$ cat config.mk
export PLATFORM = sky130hd
export DESIGN_NAME = madt_record_parser_unit
export DESIGN_NICKNAME = d
export VERILOG_FILES = /design/src/design/madt_pkg.sv /design/src/design/madt_record_parser_unit.sv /design/src/design/madt_step.sv /design/src/design/madt_rbuf.sv
export SDC_FILE = /design/constraint.sdc
export NUM_CORES = 1
export LEC_CHECK = 0
export BUFFER_PORTS_ARGS = -buffer_cell sky130_fd_sc_hd__buf_2
export CORE_MARGIN = 2
export CORE_UTILIZATION = 50
export CTS_CLUSTER_SIZE = 8
export DETAILED_ROUTE_END_ITERATION = 6
export GPL_TIMING_DRIVEN = 0
export PLACE_DENSITY = 0.78
export SETUP_SLACK_MARGIN = 0.1
export SYNTH_ARGS = -nofsm -noshare
export SYNTH_HDL_FRONTEND = slang
export SYNTH_SLANG_ARGS = --single-unit
$ cat constraint.sdc
create_clock -name clk -period 11.6 [get_ports clk]
set_clock_uncertainty 0.2 [all_clocks]
set_input_delay 3.48 -clock clk [delete_from_list [all_inputs] [get_ports clk]]
set_output_delay 3.48 -clock clk [all_outputs]
set_load 0.05 [all_outputs]
$ cat src/design/madt_pkg.sv
`timescale 1ns / 1ps
// ----------------------------------------------------------------------------
// madt_pkg
// Shared types and constants of the interrupt-controller table parser.
// ----------------------------------------------------------------------------
package madt_pkg;

  localparam int MAX_PROCESSORS     = 64;
  localparam int MAX_IO_CONTROLLERS = 16;
  localparam int MAX_IRQ_OVERRIDES  = 16;

  localparam int PROC_CNT_W = $clog2(MAX_PROCESSORS + 1);
  localparam int IO_CNT_W   = $clog2(MAX_IO_CONTROLLERS + 1);
  localparam int OVR_CNT_W  = $clog2(MAX_IRQ_OVERRIDES + 1);
  localparam int ENABLED_W  = 7;

  localparam int HDR_W = 6;
  localparam logic [HDR_W-1:0] HEADER_LEN    = 6'd44;
  localparam logic [HDR_W-1:0] HDR_OFF_ADDR  = 6'd36;
  localparam logic [HDR_W-1:0] HDR_OFF_FLAGS = 6'd40;

  localparam int ENTRY_BUF_N = 16;
  localparam int ENTRY_IDX_W = $clog2(ENTRY_BUF_N);

  localparam logic [7:0] ENT_PROC = 8'd0;
  localparam logic [7:0] ENT_IO   = 8'd1;
  localparam logic [7:0] ENT_OVR  = 8'd2;
  localparam logic [7:0] ENT_ADDR = 8'd5;
  localparam logic [7:0] ENT_X2   = 8'd9;

  localparam logic [7:0] LEN_MIN_ENTRY = 8'd2;
  localparam logic [7:0] LEN_PROC      = 8'd8;
  localparam logic [7:0] LEN_IO        = 8'd12;
  localparam logic [7:0] LEN_OVR       = 8'd10;
  localparam logic [7:0] LEN_ADDR      = 8'd12;
  localparam logic [7:0] LEN_X2        = 8'd16;

  localparam logic [1:0] KIND_PROC   = 2'd0;
  localparam logic [1:0] KIND_IO     = 2'd1;
  localparam logic [1:0] KIND_OVR    = 2'd2;
  localparam logic [1:0] KIND_STATUS = 2'd3;

  localparam logic [1:0] STAT_OK    = 2'd0;
  localparam logic [1:0] STAT_BAD   = 2'd1;
  localparam logic [1:0] STAT_EMPTY = 2'd2;

  localparam int RBUF_DEPTH = 4;
  localparam int RBUF_AW    = $clog2(RBUF_DEPTH);

  typedef struct packed {
    logic [7:0] table_byte;
    logic       last_byte;
  } in_t;

  typedef struct packed {
    logic [1:0]           record_kind;
    logic [31:0]          word_a;
    logic [31:0]          word_b;
    logic [7:0]           byte_id;
    logic [7:0]           source_irq;
    logic                 flag_enabled;
    logic                 flag_online_capable;
    logic                 flag_wide;
    logic [1:0]           status;
    logic [ENABLED_W-1:0] enabled_count;
    logic                 last_result;
  } out_t;

  typedef struct packed {
    logic [HDR_W-1:0]      header_offset;
    logic [7:0]            entry_type;
    logic [7:0]            entry_length;
    logic [7:0]            entry_position;
    logic [31:0]           local_address;
    logic                  compat_flag;
    logic [PROC_CNT_W-1:0] processor_count;
    logic [PROC_CNT_W-1:0] enabled_processors;
    logic [IO_CNT_W-1:0]   io_count;
    logic [OVR_CNT_W-1:0]  override_count;
    logic                  failed;
  } state_t;

  typedef logic [ENTRY_BUF_N-1:0][7:0] bytes_t;

  typedef struct packed {
    logic                   en;
    logic [ENTRY_IDX_W-1:0] idx;
    logic [7:0]             data;
  } buf_wr_t;

  typedef struct packed {
    logic rec_vld;
    logic stat_vld;
  } emit_t;

endpackage

$ cat src/design/madt_record_parser_unit.sv
`timescale 1ns / 1ps
// ----------------------------------------------------------------------------
// madt_record_parser_unit
// Streaming parser for an interrupt-controller description table.
//
// Input channel (in_valid/in_stall/in_data): one table byte per request,
// offset zero first, last_byte set on the final byte.
// Result channel (out_valid/out_stall/out_data): decoded processor, io
// controller and irq override records, then one final status record on the
// last byte; last_result marks the final result caused by a byte.
// Each result is written into the result queue when its byte is accepted and is offered from there.
// Throughput: one byte per cycle while in_stall is low; a byte yields at
// most two results, which sit in a four-entry result queue drained at one
// per cycle while out_stall is low, so in_stall rises only when the queue
// holds more than two results. Reset clears the parser state, but not the
// entry byte buffer, and empties the queue. A stalled receiver fills the
// queue and then stalls the input side; nothing is dropped. After the last
// byte the parser is back in its reset state for the next table.
// ----------------------------------------------------------------------------
module madt_record_parser_unit (
  input  logic           clk,
  input  logic           rst_n,
  input  logic           in_valid,
  output logic           in_stall,
  input  madt_pkg::in_t  in_data,
  output logic           out_valid,
  input  logic           out_stall,
  output madt_pkg::out_t out_data
);

  madt_pkg::state_t  st_r, st_nxt;
  madt_pkg::bytes_t  eb_r;
  madt_pkg::buf_wr_t buf_wr;
  madt_pkg::emit_t   emit;
  madt_pkg::out_t    rec, stat;
  madt_pkg::out_t    push0;
  logic [1:0]        push_n;
  logic              accept;

  assign accept = in_valid && !in_stall;

  madt_step u_step (
    .st          (st_r),
    .entry_bytes (eb_r),
    .in_data     (in_data),
    .st_nxt      (st_nxt),
    .buf_wr      (buf_wr),
    .emit        (emit),
    .rec         (rec),
    .stat        (stat)
  );

  always_comb begin
    push0  = emit.rec_vld ? rec : stat;
    push_n = accept ? ({1'b0, emit.rec_vld} + {1'b0, emit.stat_vld}) : 2'd0;
  end

  always_ff @(posedge clk) begin
    if (!rst_n) begin
      st_r <= '0;
    end else if (accept) begin
      st_r <= st_nxt;
    end
  end

  always_ff @(posedge clk) begin
    if (accept && buf_wr.en) begin
      eb_r[buf_wr.idx] <= buf_wr.data;
    end
  end

  madt_rbuf u_rbuf (
    .clk         (clk),
    .rst_n       (rst_n),
    .push_n      (push_n),
    .push0       (push0),
    .push1       (stat),
    .almost_full (in_stall),
    .out_valid   (out_valid),
    .out_stall   (out_stall),
    .out_data    (out_data)
  );

endmodule

$ cat src/design/madt_step.sv
`timescale 1ns / 1ps
// ----------------------------------------------------------------------------
// madt_step
// Next-state and result decode for one table byte.
// ----------------------------------------------------------------------------
module madt_step (
  input  madt_pkg::state_t  st,
  input  madt_pkg::bytes_t  entry_bytes,
  input  madt_pkg::in_t     in_data,
  output madt_pkg::state_t  st_nxt,
  output madt_pkg::buf_wr_t buf_wr,
  output madt_pkg::emit_t   emit,
  output madt_pkg::out_t    rec,
  output madt_pkg::out_t    stat
);

  function automatic logic [31:0] get32(madt_pkg::bytes_t b,
                                        logic [madt_pkg::ENTRY_IDX_W-1:0] off);
    logic [madt_pkg::ENTRY_IDX_W-1:0] o1, o2, o3;
    o1 = off + madt_pkg::ENTRY_IDX_W'(1);
    o2 = off + madt_pkg::ENTRY_IDX_W'(2);
    o3 = off + madt_pkg::ENTRY_IDX_W'(3);
    return {b[o3], b[o2], b[o1], b[off]};
  endfunction

  always_comb begin
    madt_pkg::bytes_t     view;
    logic [7:0]           byte_v;
    logic [7:0]           pos;
    logic [7:0]           len;
    logic [1:0]           lane;
    logic [31:0]          lo;
    logic [31:0]          hi;
    logic                 proc_hit;
    logic                 proc_en;
    logic                 proc_on;
    logic                 proc_wide;
    logic [31:0]          proc_a;
    logic [31:0]          proc_b;

    byte_v    = in_data.table_byte;
    st_nxt    = st;
    view      = entry_bytes;
    pos       = st.entry_position;
    len       = st.entry_length;
    lane      = '0;
    lo        = '0;
    hi        = '0;
    proc_hit  = 1'b0;
    proc_en   = 1'b0;
    proc_on   = 1'b0;
    proc_wide = 1'b0;
    proc_a    = '0;
    proc_b    = '0;
    buf_wr.en   = 1'b0;
    buf_wr.idx  = pos[madt_pkg::ENTRY_IDX_W-1:0];
    buf_wr.data = byte_v;
    emit.rec_vld  = 1'b0;
    emit.stat_vld = 1'b0;
    rec  = '0;
    stat = '0;

    if (!st.failed) begin
      if (st.header_offset < madt_pkg::HEADER_LEN) begin
        if (st.header_offset >= madt_pkg::HDR_OFF_ADDR &&
            st.header_offset <= madt_pkg::HDR_OFF_ADDR + 6'd3) begin
          lane = 2'(st.header_offset - madt_pkg::HDR_OFF_ADDR);
          st_nxt.local_address[lane*8 +: 8] = st.local_address[lane*8 +: 8] | byte_v;
        end else if (st.header_offset == madt_pkg::HDR_OFF_FLAGS) begin
          st_nxt.compat_flag = byte_v[0];
        end
        st_nxt.header_offset = st.header_offset + 6'd1;
        if (in_data.last_byte && (st.header_offset + 6'd1) < madt_pkg::HEADER_LEN) begin
          st_nxt.failed = 1'b1;
        end
      end else begin
        if (pos < 8'(madt_pkg::ENTRY_BUF_N)) begin
          buf_wr.en = 1'b1;
          view[pos[madt_pkg::ENTRY_IDX_W-1:0]] = byte_v;
        end
        if (pos == 8'd0) begin
          st_nxt.entry_type = byte_v;
          if (in_data.last_byte) begin
            st_nxt.failed = 1'b1;
          end else begin
            st_nxt.entry_position = 8'd1;
          end
        end else begin
          if (pos == 8'd1) begin
            len = byte_v;
            st_nxt.entry_length = byte_v;
          end
          if (pos == 8'd1 && byte_v < madt_pkg::LEN_MIN_ENTRY) begin
            st_nxt.failed = 1'b1;
          end else if ({1'b0, pos} + 9'd1 == {1'b0, len}) begin
            st_nxt.entry_position = 8'd0;
            lo = get32(view, madt_pkg::ENTRY_IDX_W'(4));
            hi = get32(view, madt_pkg::ENTRY_IDX_W'(8));
            if (st.entry_type == madt_pkg::ENT_PROC && len >= madt_pkg::LEN_PROC) begin
              proc_hit = 1'b1;
              proc_a   = {24'd0, view[3]};
              proc_b   = {24'd0, view[2]};
              proc_en  = view[4][0];
              proc_on  = view[4][1];
            end else if (st.entry_type == madt_pkg::ENT_X2 && len >= madt_pkg::LEN_X2) begin
              proc_hit  = 1'b1;
              proc_wide = 1'b1;
              proc_a    = lo;
              proc_b    = get32(view, madt_pkg::ENTRY_IDX_W'(12));
              proc_en   = view[8][0];
              proc_on   = view[8][1];
            end else if (st.entry_type == madt_pkg::ENT_IO && len >= madt_pkg::LEN_IO) begin
              if (st.io_count < madt_pkg::IO_CNT_W'(madt_pkg::MAX_IO_CONTROLLERS)) begin
                st_nxt.io_count = st.io_count + madt_pkg::IO_CNT_W'(1);
                emit.rec_vld    = 1'b1;
                rec.record_kind = madt_pkg::KIND_IO;
                rec.word_a      = lo;
                rec.word_b      = hi;
                rec.byte_id     = view[2];
              end
            end else if (st.entry_type == madt_pkg::ENT_OVR && len >= madt_pkg::LEN_OVR) begin
              if (st.override_count < madt_pkg::OVR_CNT_W'(madt_pkg::MAX_IRQ_OVERRIDES)) begin
                st_nxt.override_count = st.override_count + madt_pkg::OVR_CNT_W'(1);
                emit.rec_vld    = 1'b1;
                rec.record_kind = madt_pkg::KIND_OVR;
                rec.word_a      = lo;
                rec.word_b      = {16'd0, view[9], view[8]};
                rec.byte_id     = view[2];
                rec.source_irq  = view[3];
              end
            end else if (st.entry_type == madt_pkg::ENT_ADDR && len >= madt_pkg::LEN_ADDR) begin
              if (hi == 32'd0 && lo != 32'd0 && lo[11:0] == 12'd0) begin
                st_nxt.local_address = lo;
              end
            end
            if (proc_hit &&
                st.processor_count < madt_pkg::PROC_CNT_W'(madt_pkg::MAX_PROCESSORS)) begin
              st_nxt.processor_count = st.processor_count + madt_pkg::PROC_CNT_W'(1);
              if (proc_en) begin
                st_nxt.enabled_processors = st.enabled_processors
                                          + madt_pkg::PROC_CNT_W'(1);
              end
              emit.rec_vld            = 1'b1;
              rec.record_kind         = madt_pkg::KIND_PROC;
              rec.word_a              = proc_a;
              rec.word_b              = proc_b;
              rec.flag_enabled        = proc_en;
              rec.flag_online_capable = proc_on;
              rec.flag_wide           = proc_wide;
            end
          end else if (in_data.last_byte) begin
            st_nxt.failed = 1'b1;
          end else begin
            st_nxt.entry_position = pos + 8'd1;
          end
        end
      end
    end

    rec.enabled_count = madt_pkg::ENABLED_W'(st_nxt.enabled_processors);
    rec.last_result   = !in_data.last_byte;

    if (in_data.last_byte) begin
      emit.stat_vld      = 1'b1;
      stat.record_kind   = madt_pkg::KIND_STATUS;
      stat.word_a        = st_nxt.local_address;
      stat.flag_wide     = st_nxt.compat_flag;
      stat.enabled_count = madt_pkg::ENABLED_W'(st_nxt.enabled_processors);
      stat.last_result   = 1'b1;
      if (st_nxt.failed) begin
        stat.status = madt_pkg::STAT_BAD;
      end else if (st_nxt.processor_count == '0 || st_nxt.enabled_processors == '0 ||
                   st_nxt.local_address == 32'd0) begin
        stat.status = madt_pkg::STAT_EMPTY;
      end else begin
        stat.status = madt_pkg::STAT_OK;
      end
      st_nxt = '0;
    end
  end

endmodule

$ cat src/design/madt_rbuf.sv
`timescale 1ns / 1ps
// ----------------------------------------------------------------------------
// madt_rbuf
// Result queue: takes up to two results per cycle, hands out one unless out_stall is high.
// ----------------------------------------------------------------------------
module madt_rbuf (
  input  logic           clk,
  input  logic           rst_n,
  input  logic [1:0]     push_n,
  input  madt_pkg::out_t push0,
  input  madt_pkg::out_t push1,
  output logic           almost_full,
  output logic           out_valid,
  input  logic           out_stall,
  output madt_pkg::out_t out_data
);

  madt_pkg::out_t                mem [madt_pkg::RBUF_DEPTH];
  logic [madt_pkg::RBUF_AW-1:0]  wp_r, wp_nxt;
  logic [madt_pkg::RBUF_AW-1:0]  rp_r, rp_nxt;
  logic [madt_pkg::RBUF_AW:0]    cnt_r, cnt_nxt;
  logic                          pop;

  assign out_valid   = (cnt_r != '0);
  assign out_data    = mem[rp_r];
  assign pop         = out_valid && !out_stall;
  assign almost_full = (cnt_r > (madt_pkg::RBUF_AW + 1)'(madt_pkg::RBUF_DEPTH - 2));

  always_comb begin
    wp_nxt  = wp_r + madt_pkg::RBUF_AW'(push_n);
    rp_nxt  = rp_r + madt_pkg::RBUF_AW'(pop);
    cnt_nxt = cnt_r + (madt_pkg::RBUF_AW + 1)'(push_n)
                    - (madt_pkg::RBUF_AW + 1)'(pop);
  end

  always_ff @(posedge clk) begin
    if (push_n != 2'd0) begin
      mem[wp_r] <= push0;
    end
    if (push_n == 2'd2) begin
      mem[wp_r + madt_pkg::RBUF_AW'(1)] <= push1;
    end
  end

  always_ff @(posedge clk) begin
    if (!rst_n) begin
      wp_r  <= '0;
      rp_r  <= '0;
      cnt_r <= '0;
    end else begin
      wp_r  <= wp_nxt;
      rp_r  <= rp_nxt;
      cnt_r <= cnt_nxt;
    end
  end

endmodule

; ---- After elaboration in Yosys (flattened, before gate mapping)
; Memories as Yosys holds them, arrays and structs flattened. A register that Yosys moved wholly into a read port is not among the register bits.
; Cells that the tools add are included.
[word_totals]
register_bits = 223
latch_bits = 0
ramBits = 380
romBits = 0
input_bits = 13
out_inout_bits = 97
memories = 1
[classes]
add_sub_neg = 15
mul = 0
div_mod_pow = 0
order_cmp = 16
eq_ne = 16
n_shift = 3
n_mux = 114
n_bitwise = 1
n_reduce_logical = 43
[mem_list]
columns = memory, words, word_bits, rd, rd_clocked_by_memory_dff, wr, line_no
row1 = u_rbuf.mem, 4, 95, 1, 1, 2, madt_rbuf.sv:18  ; madt_pkg::out_t mem [madt_pkg::RBUF_DEPTH];
[ops]
columns = operator, count
row1 = two-way mux 32 bit, 14
row2 = two-way mux 85 bit, 5
row3 = two-way mux 128 bit, 3
row4 = two-way mux 82 bit, 4
row5 = two-way mux 88 bit, 2
row6 = bitwise mux 128 bit, 1
row7 = two-way mux 24 bit, 5
row8 = two-way mux 95 bit, 1
row9 = two-way mux 8 bit, 11
row10 = two-way mux 74 bit, 1
row11 = two-way mux 73 bit, 1
row12 = two-way mux 66 bit, 1
row13 = logical NOT 32 bit, 2
row14 = two-way mux 1 bit, 45
row15 = two-way mux 40 bit, 1
row16 = two-way mux 34 bit, 1
row17 = negation 5 -> 34 bit, 1
row18 = variable shift 8 x 34 -> 32 bit (first input constant), 1
row19 = variable part select 8 x 34 -> 32 bit, 1
row20 = bitwise mux 32 bit, 1
row21 = demux 8 bit (select 4 bit), 1
row22 = nonzero test 32 bit, 1
row23 = variable part select 32 x 6 -> 8 bit, 1
row24 = two-way mux 5 bit, 5
row25 = 53 further kinds, 98

; ---- Logic depth before layout (Yosys ltp)
; Gate-level depths: netlist of run 1.
[logic_depth]
depth_word = 29
depth_mapped = 24
depth_no_buf = 19

; ---- Modules after synthesis
; A second synthesis of run 1 with hierarchy kept.
[hier_totals]
cells_unflattened = 2784
hier_area_um2 = 34784.6
[modules_own_cells]
columns = mod, n_inst, cells_per_inst, area_each_um2
row1 = madt_rbuf, 1, 967, 18631.6
row2 = madt_record_parser_unit, 1, 648, 9016.1
row3 = madt_step, 1, 1169, 7136.8

; ---- Worst setup path after synthesis of run 1
; OpenSTA, ideal clock, no wires.
[synth_timing]
path_type = input -> register
start = in in_valid
end = reg eb_r[100] (netlist name), enable pin
t_arrival_ns = 11.561
setup_slack_ns = -0.881
stages = 4
cell_sequence = nand2_1 -> clkbuf_1 -> clkbuf_1 -> nor3_1
[synth_via]
elab_chain_len = 2
[synth_rtl]
columns = item, line_no
row1 = start: declaration, madt_record_parser_unit.sv:23  ; input logic in_valid,
row2 = logical AND 1 bit, madt_record_parser_unit.sv:40  ; assign accept = in_valid && !in_stall;
row3 = logical AND 1 bit, madt_record_parser_unit.sv:67  ; if (accept && buf_wr.en) begin
row4 = end signal: indexed assignment, madt_record_parser_unit.sv:68  ; eb_r[buf_wr.idx] <= buf_wr.data;
row5 = end: declaration, madt_record_parser_unit.sv:32  ; madt_pkg::bytes_t eb_r;
; Every way passes these cells.
; A chain may end at the register's enable or synchronous reset.

==> reports/qor.csv, run 1 <==
metric;value;unit
dpl_worst_slack;0.524;ns
place_area;0.0315;sq mm
cp_data_required_time;11.74;ns
fp.dieW;248;microns
r2r-start;st_r[58];
vias;25900;
status;complete, but fails checks;
drc_errors;1;
synth_fp_nets;2935;
worst-path-max-fanout;26;
ctsResizeCount;0;
wl;103000;microns
finalWorstSetupSlack;0.704;ns
first_pass_iters;7;
row_count;89;
grt.total_usage;33.2;%
core;0.0589;sq mm
drive_gt1_share;14.7;%
grt_pass1_vias;24600;
stdcell_count;3931;
ys_seq_area_share;49.4;%
use_met3;8.01;%
async_reset_ff_share;0;%
clockBufferDepth;3;
relSlewSlack;-5.46;%
register_area;0.0147;sq mm
reg2reg_slack;2.61;ns
start_util;50.4;%
drt-initial-drc-count;3863;
arrival;11.04;ns
failed_checks;design-rule violations, max-capacitance violations, max-slew violations;
antenna_found_initial;2;
synth_seq_cells;587;
hold_path.class;reg -> reg;
grt_pass1_wl;152000;microns
cts_tree;done;
area_growth;14.1;%
busiest_layer;met2;
viasPerCell;6.60;
htreeDepth;3;
grt_max_degree;40;
peakVddDrop;154;uV
finalCritPeriodShare;93.9;%
r2r_end;u_rbuf.mem[3][5];
p_total;0.00540;W
tightest_slew;1.57;ns
io_pins;110;
cts_buffers;83;
met2_usage;51.3;%
post-route-cell-area;0.0339;sq mm
dp_hpwl;74100;microns
slew_violations;11;
cts_root_buf;clkbuf_16;
place.gp.congestion;1.02;
path_class;in -> reg;
start_kind;input port;
synth_flop_cell;dfxtp_1;
cap_violations;1;
endpoint_kind;flop;
critPathLaunch;in_data[7];
wl_per_cell;26.3;microns
synth_warnings;0;
grtUsageMet1;43.9;%
postCtsSetupBuffers;0;
io_buffers;109;
cts_sinks;587;
final_nets;3140;
syn_inst;2900;
layout_min_cycle_time;10.90;ns
ys_types;85;
fillers;4785;
worstRegToRegCells;21;
rsz0062_at_grt;no;
cp-endpoint;u_rbuf.mem[3][5];
powerDensity;159;mW/mm^2
setup_viol;0;
p_leak;11.3;nW
avgSynthCellArea;10.2;sq um
hold_violations;0;
cts_hold_buf;0;
die_h;248;microns
dp.cells;3793;
syn_area;0.0297;sq mm
overflow;0;
max_freq;91.8;MHz
die_area;0.0614;sq mm
multiInputGateArea;0.0140;sq mm
synth_edf_count;292;
clk_pin_slew_worst_paths;0.05;ns
ant_nets;0;
clk_latency;0.66;ns
worst max-delay path, stage by stage:
cell and delay [ns]:
buf_2 0.11, clkbuf_1 0.40, nor4_1 0.73, and3_1 0.29, a211oi_1 0.06, o2111ai_1 0.44
nand2b_1 0.16, clkdlybuf4s25_2 0.41, a21o_1 0.15, clkbuf_1 0.36, inv_1 0.18, clkbuf_1 0.33
ha_1 0.36, clkbuf_1 0.20, o21ai_1 0.41, nor2_1 0.32, nor2_1 0.86, inv_2 0.52
buf_12 0.32, a22oi_1 0.80, nor2_1 0.11
sequential cells by signal (all words and copies together), names as in the netlist:
register and count:
st_r 88, u_rbuf.rp_r 2, u_rbuf.cnt_r 3, eb_r 112, u_rbuf.wp_r 2, u_rbuf.mem 380
worst min-delay path by stage:
stage,startpoint,to,slack [ns],depth (start not counted)
floorplan,u_rbuf.mem[1][38],u_rbuf.mem[1][38],0.22,2
global placement,u_rbuf.mem[3][27],u_rbuf.mem[3][27],0.23,2
detailed placement,u_rbuf.mem[1][47],u_rbuf.mem[1][47],0.24,2
CTS,u_rbuf.mem[3][22],u_rbuf.mem[3][22],0.25,2
global route,u_rbuf.mem[3][53],u_rbuf.mem[3][53],0.26,2
finish,u_rbuf.mem[3][53],u_rbuf.mem[3][53],0.25,2
cell families after synthesis:
group           synth area share, %
compound gates                 15.9
fa+ha+maj                     0.952
xor+xnor                      0.826
flops                          49.4
mux                            14.0
buf+inv                        3.57
simple gates                   15.4
layout make-up:
cell class	instances	area share [%]
buffer	231	2.72
multi-input combinational	2045	41.3
clock buffer	132	6.77
antenna	1	0.00739
tap	773	2.85
timing repair buffer	120	2.28
sequential	587	43.3
clock inverter	5	0.343
inverter	37	0.410
Yosys cell counts (21+ instances only):
| cell type | number | area (sq um) |
|---|---|---|
| a21oi_1 | 89 | 445 |
| a22oi_1 | 36 | 270 |
| nand2_1 | 434 | 1630 |
| mux4_2 | 103 | 2320 |
| o21ai_0 | 301 | 1510 |
| nand3_1 | 32 | 160 |
| inv_1 | 37 | 139 |
| nor3_1 | 39 | 195 |
| nor2_1 | 192 | 721 |
| or3_1 | 21 | 131 |
| edfxtp_1 | 292 | 8770 |
| nor4_1 | 27 | 169 |
| ha_1 | 21 | 263 |
| nor2b_1 | 46 | 288 |
| clkbuf_1 | 181 | 679 |
| a22o_1 | 55 | 482 |
| mux2_2 | 86 | 968 |
| buf_1 | 36 | 135 |
| o22ai_1 | 103 | 644 |
| o22a_1 | 21 | 184 |
| or2_2 | 25 | 156 |
| dfxtp_1 | 295 | 5910 |
| mux2i_1 | 87 | 871 |
| and2_1 | 45 | 282 |
placed cells by master (no fill, tap or decap), types with 10 or more instances in the layout:
| master | count |
|---|---|
| a21oi_1 | 89 |
| or3_1 | 21 |
| nor2_1 | 192 |
| buf_1 | 36 |
| a22oi_1 | 36 |
| o22a_1 | 21 |
| xor2_1 | 10 |
| o22ai_1 | 103 |
| and2_1 | 45 |
| or4_1 | 11 |
| a22o_1 | 55 |
| dfxtp_1 | 295 |
| a21boi_0 | 18 |
| nand2b_1 | 20 |
| buf_2 | 117 |
| a21o_1 | 10 |
| nor2b_1 | 46 |
| ha_1 | 21 |
| nor4_1 | 24 |
| nor3_1 | 38 |
| inv_1 | 33 |
| nand3b_1 | 11 |
| or2_2 | 25 |
| clkbuf_1 | 228 |
| clkbuf_16 | 84 |
| edfxtp_1 | 292 |
| mux4_2 | 103 |
| mux2i_1 | 87 |
| xnor2_1 | 18 |
| nand2_1 | 434 |
| o21ai_1 | 10 |
| o21ai_0 | 301 |
| mux2_2 | 86 |
| a31oi_1 | 12 |
| nand3_1 | 32 |
| o32a_1 | 12 |
| nand4_1 | 19 |
metal layers:
layer | routed length, microns | vias up
li1 | - | 11200
met1 | 38900 | 12600
met2 | 46700 | 1854
met3 | 12900 | 317
met4 | 4850 | 2
met5 | 9 | -
where the power goes:
part | internal [W] | total, W | leakage, nW | switching, W
sequential | 0.00220 | 0.00222 | 4.77 | 0.0000142
clock | 0.00135 | 0.00230 | 1.15 | 0.000947
combinational | 0.000247 | 0.000887 | 5.39 | 0.000641
per-stage QoR:
step,TNS [ns],hold slack [ns],util [%]
floorplan,0,0.220,-
global placement,-32.15,0.228,53.0
detailed placement,0,0.237,53.4
CTS,0,0.249,57.5
global route,0,0.263,57.5
finish,0,0.246,57.5
(Power assumes the default switching activity.)
==> run 2, diff against run 1 <==
MAX_ROUTING_LAYER = met4   (was default)
==> run 2 against run 1 <==
Effect of this change: the flow finishes with violations (max-capacitance violations, max-slew violations); die area stayed put; fmax is 1.7% lower; final cell count hardly changed; routed wire length is 1.3% higher; combinational power is 0.5% higher; global-route usage is 1.5 points higher; register-to-register slack worse by 0.15 ns; first-iteration DRC count is 0.70% lower; core utilization hardly changed; largest power group unchanged; highest routed layer is now met4.
==> reports/qor.csv, run 2 (same netlist as run 1, synthesis figures left out) <==
metric;value;unit
grt_pass1_wl;154000;microns
hold_path.class;reg -> reg;
cts_tree;done;
io_pins;110;
start_kind;input port;
die_area;0.0614;sq mm
fillers;4839;
start_util;50.4;%
largest_registers;u_rbuf.mem x380, eb_r x112, st_r x88;
layout_commonest_cell;nand2_1;
ant_nets;0;
max_freq;90.2;MHz
crit_path_cell_trace;buf_2 -> clkbuf_1 -> nor4_1 -> and3_1 -> a211oi_1 -> o2111ai_1 -> nand2b_1 -> clkdlybuf4s25_2 -> a21o_1 -> clkbuf_1 -> inv_1 -> clkbuf_1 -> ha_1 -> clkbuf_1 -> o21ai_1 -> nor2_1 -> nor2_1 -> inv_2 -> buf_12 -> a22oi_1 -> nor2_1;
overflow;0;
setup_viol;0;
die_h;248;microns
dp.cells;3794;
stdcell_count;3930;
tightest_slew;1.50;ns
endpoint_kind;flop;
grt_max_degree;32;
slew_violations;5;
finalCritPeriodShare;95.6;%
post-route-util;57.5;%
p_total;0.00538;W
crit_path_max_incr_delay;0.87;ns
cts_buffers;83;
p_leak;11.3;nW
htreeDepth;3;
row_count;89;
arrival;11.23;ns
clockPowerShare;42.3;%
rsz0062_at_grt;no;
wl;105000;microns
min-delay-start;u_rbuf.mem[1][57];
grt_pass1_vias;24400;
clk_pin_slew_worst_paths;0.05;ns
wl_per_cell;26.7;microns
drc_errors;0;
switching_share;29.8;%
largest_reg_flops;380;
io_buffers;109;
path_class;in -> reg;
dp_hpwl;75400;microns
place.gp.congestion;1.04;
fp.dieW;248;microns
layout_min_cycle_time;11.09;ns
grt.total_usage;34.7;%
register_area;0.0147;sq mm
drt-initial-drc-count;3836;
largest-register;u_rbuf.mem;
final_cell_mix;nand2_1 (434), o21ai_0 (301), dfxtp_1 (295);
failed_checks;max-capacitance violations, max-slew violations;
postCtsSetupBuffers;0;
r2r-start;st_r[58];
status;complete, but fails checks;
antenna_found_initial;2;
cpMostUsedCell;clkbuf_1;
core;0.0589;sq mm
ctsResizeCount;0;
viasPerCell;6.60;
first_pass_iters;6;
clockBufferDepth;3;
intPower;0.00378;W
switching_power;0.00160;W
relSlewSlack;-1.59;%
cts_root_buf;clkbuf_16;
multiInputGateArea;0.0140;sq mm
vias;26000;
hold_violations;0;
finalSetupTns;0;ns
cap_violations;2;
critPathLaunch;in_data[5];
peakVddDrop;241;uV
powerDensity;159;mW/mm^2
worst_path_dominant_cell_family;buffers and inverters;
cp_num_buf_inv;9;
cp_slowest_cell;nor4_1;
cts_sinks;587;
cts_hold_buf;0;
final_nets;3141;
cp_data_required_time;11.74;ns
clk_latency;0.66;ns
comb_power_share;16.6;%
area_growth;14.1;%
worst-path-max-fanout;27;
p_seq_share;41.2;%
drive_gt1_share;14.7;%
[run 2: cell count changes in the layout (fill, tap and decap cells not counted)]
cell,change
buf_16,+1
o311ai_1,-1
clkinv_8,+1
clkbuf_16,-1
inv_6,+1
o311ai_0,+1
diode_2,+1
clkbuf_1,-3
inv_16,-1
[run 2: worst paths after layout]
check | endpoint | slack [ns] | cells after the start
worst max-delay path | u_rbuf.mem[2][5] | 0.51 | 21
worst min-delay path | u_rbuf.mem[1][57] | 0.25 | 2
worst max register to register | u_rbuf.mem[2][5] | 2.46 | 21
worst min register to register | u_rbuf.mem[1][57] | 0.25 | 2
[run 2: routing by layer]
layer  GRT usage [%]  vias up  part of all wire (%)
met4            14.9        0                   4.6
met3            8.21      329                    12
li1                -    11200                     -
met5               -        -                     0
met2            51.0     1828                    44
met1            45.9    12600                    39
[run 2: stage by stage]
step | worst slack, ns | instance area, sq um | hold WS (ns)
6_report | 0.511 | 33900 | 0.246
5_1_grt | 0.474 | 33900 | 0.269
4_1_cts | 0.885 | 33900 | 0.248
3_5_place_dp | 0.275 | 31500 | 0.237
3_3_place_gp | -1.30 | 31200 | 0.228
2_1_floorplan | 2.50 | 29700 | 0.220
[run 2: area by class of cell]
| type | count | area share (%) |
|---|---|---|
| sequential | 587 | 43.3 |
| multi-input combinational | 2045 | 41.3 |
| clock buffer | 128 | 6.66 |
| tap | 773 | 2.86 |
| buffer | 231 | 2.72 |
| timing repair buffer | 121 | 2.36 |
| inverter | 37 | 0.410 |
| clock inverter | 6 | 0.358 |
| antenna | 2 | 0.0148 |
[run 2: worst min-delay path, stage by stage, from the launching register on]
cell     delay [ns]
dfxtp_1        0.32
nand2_1        0.04
o21ai_0        0.05
[run 2: power by group through the flow]
stage	clock, W	combinational [W]	sequential (W)
global route	0.00236	0.000925	0.00222
finish	0.00227	0.000891	0.00221
floorplan	0	0.000618	0.00225
detailed placement	0	0.000879	0.00226
global placement	0	0.000870	0.00226
CTS	0.00227	0.000881	0.00221
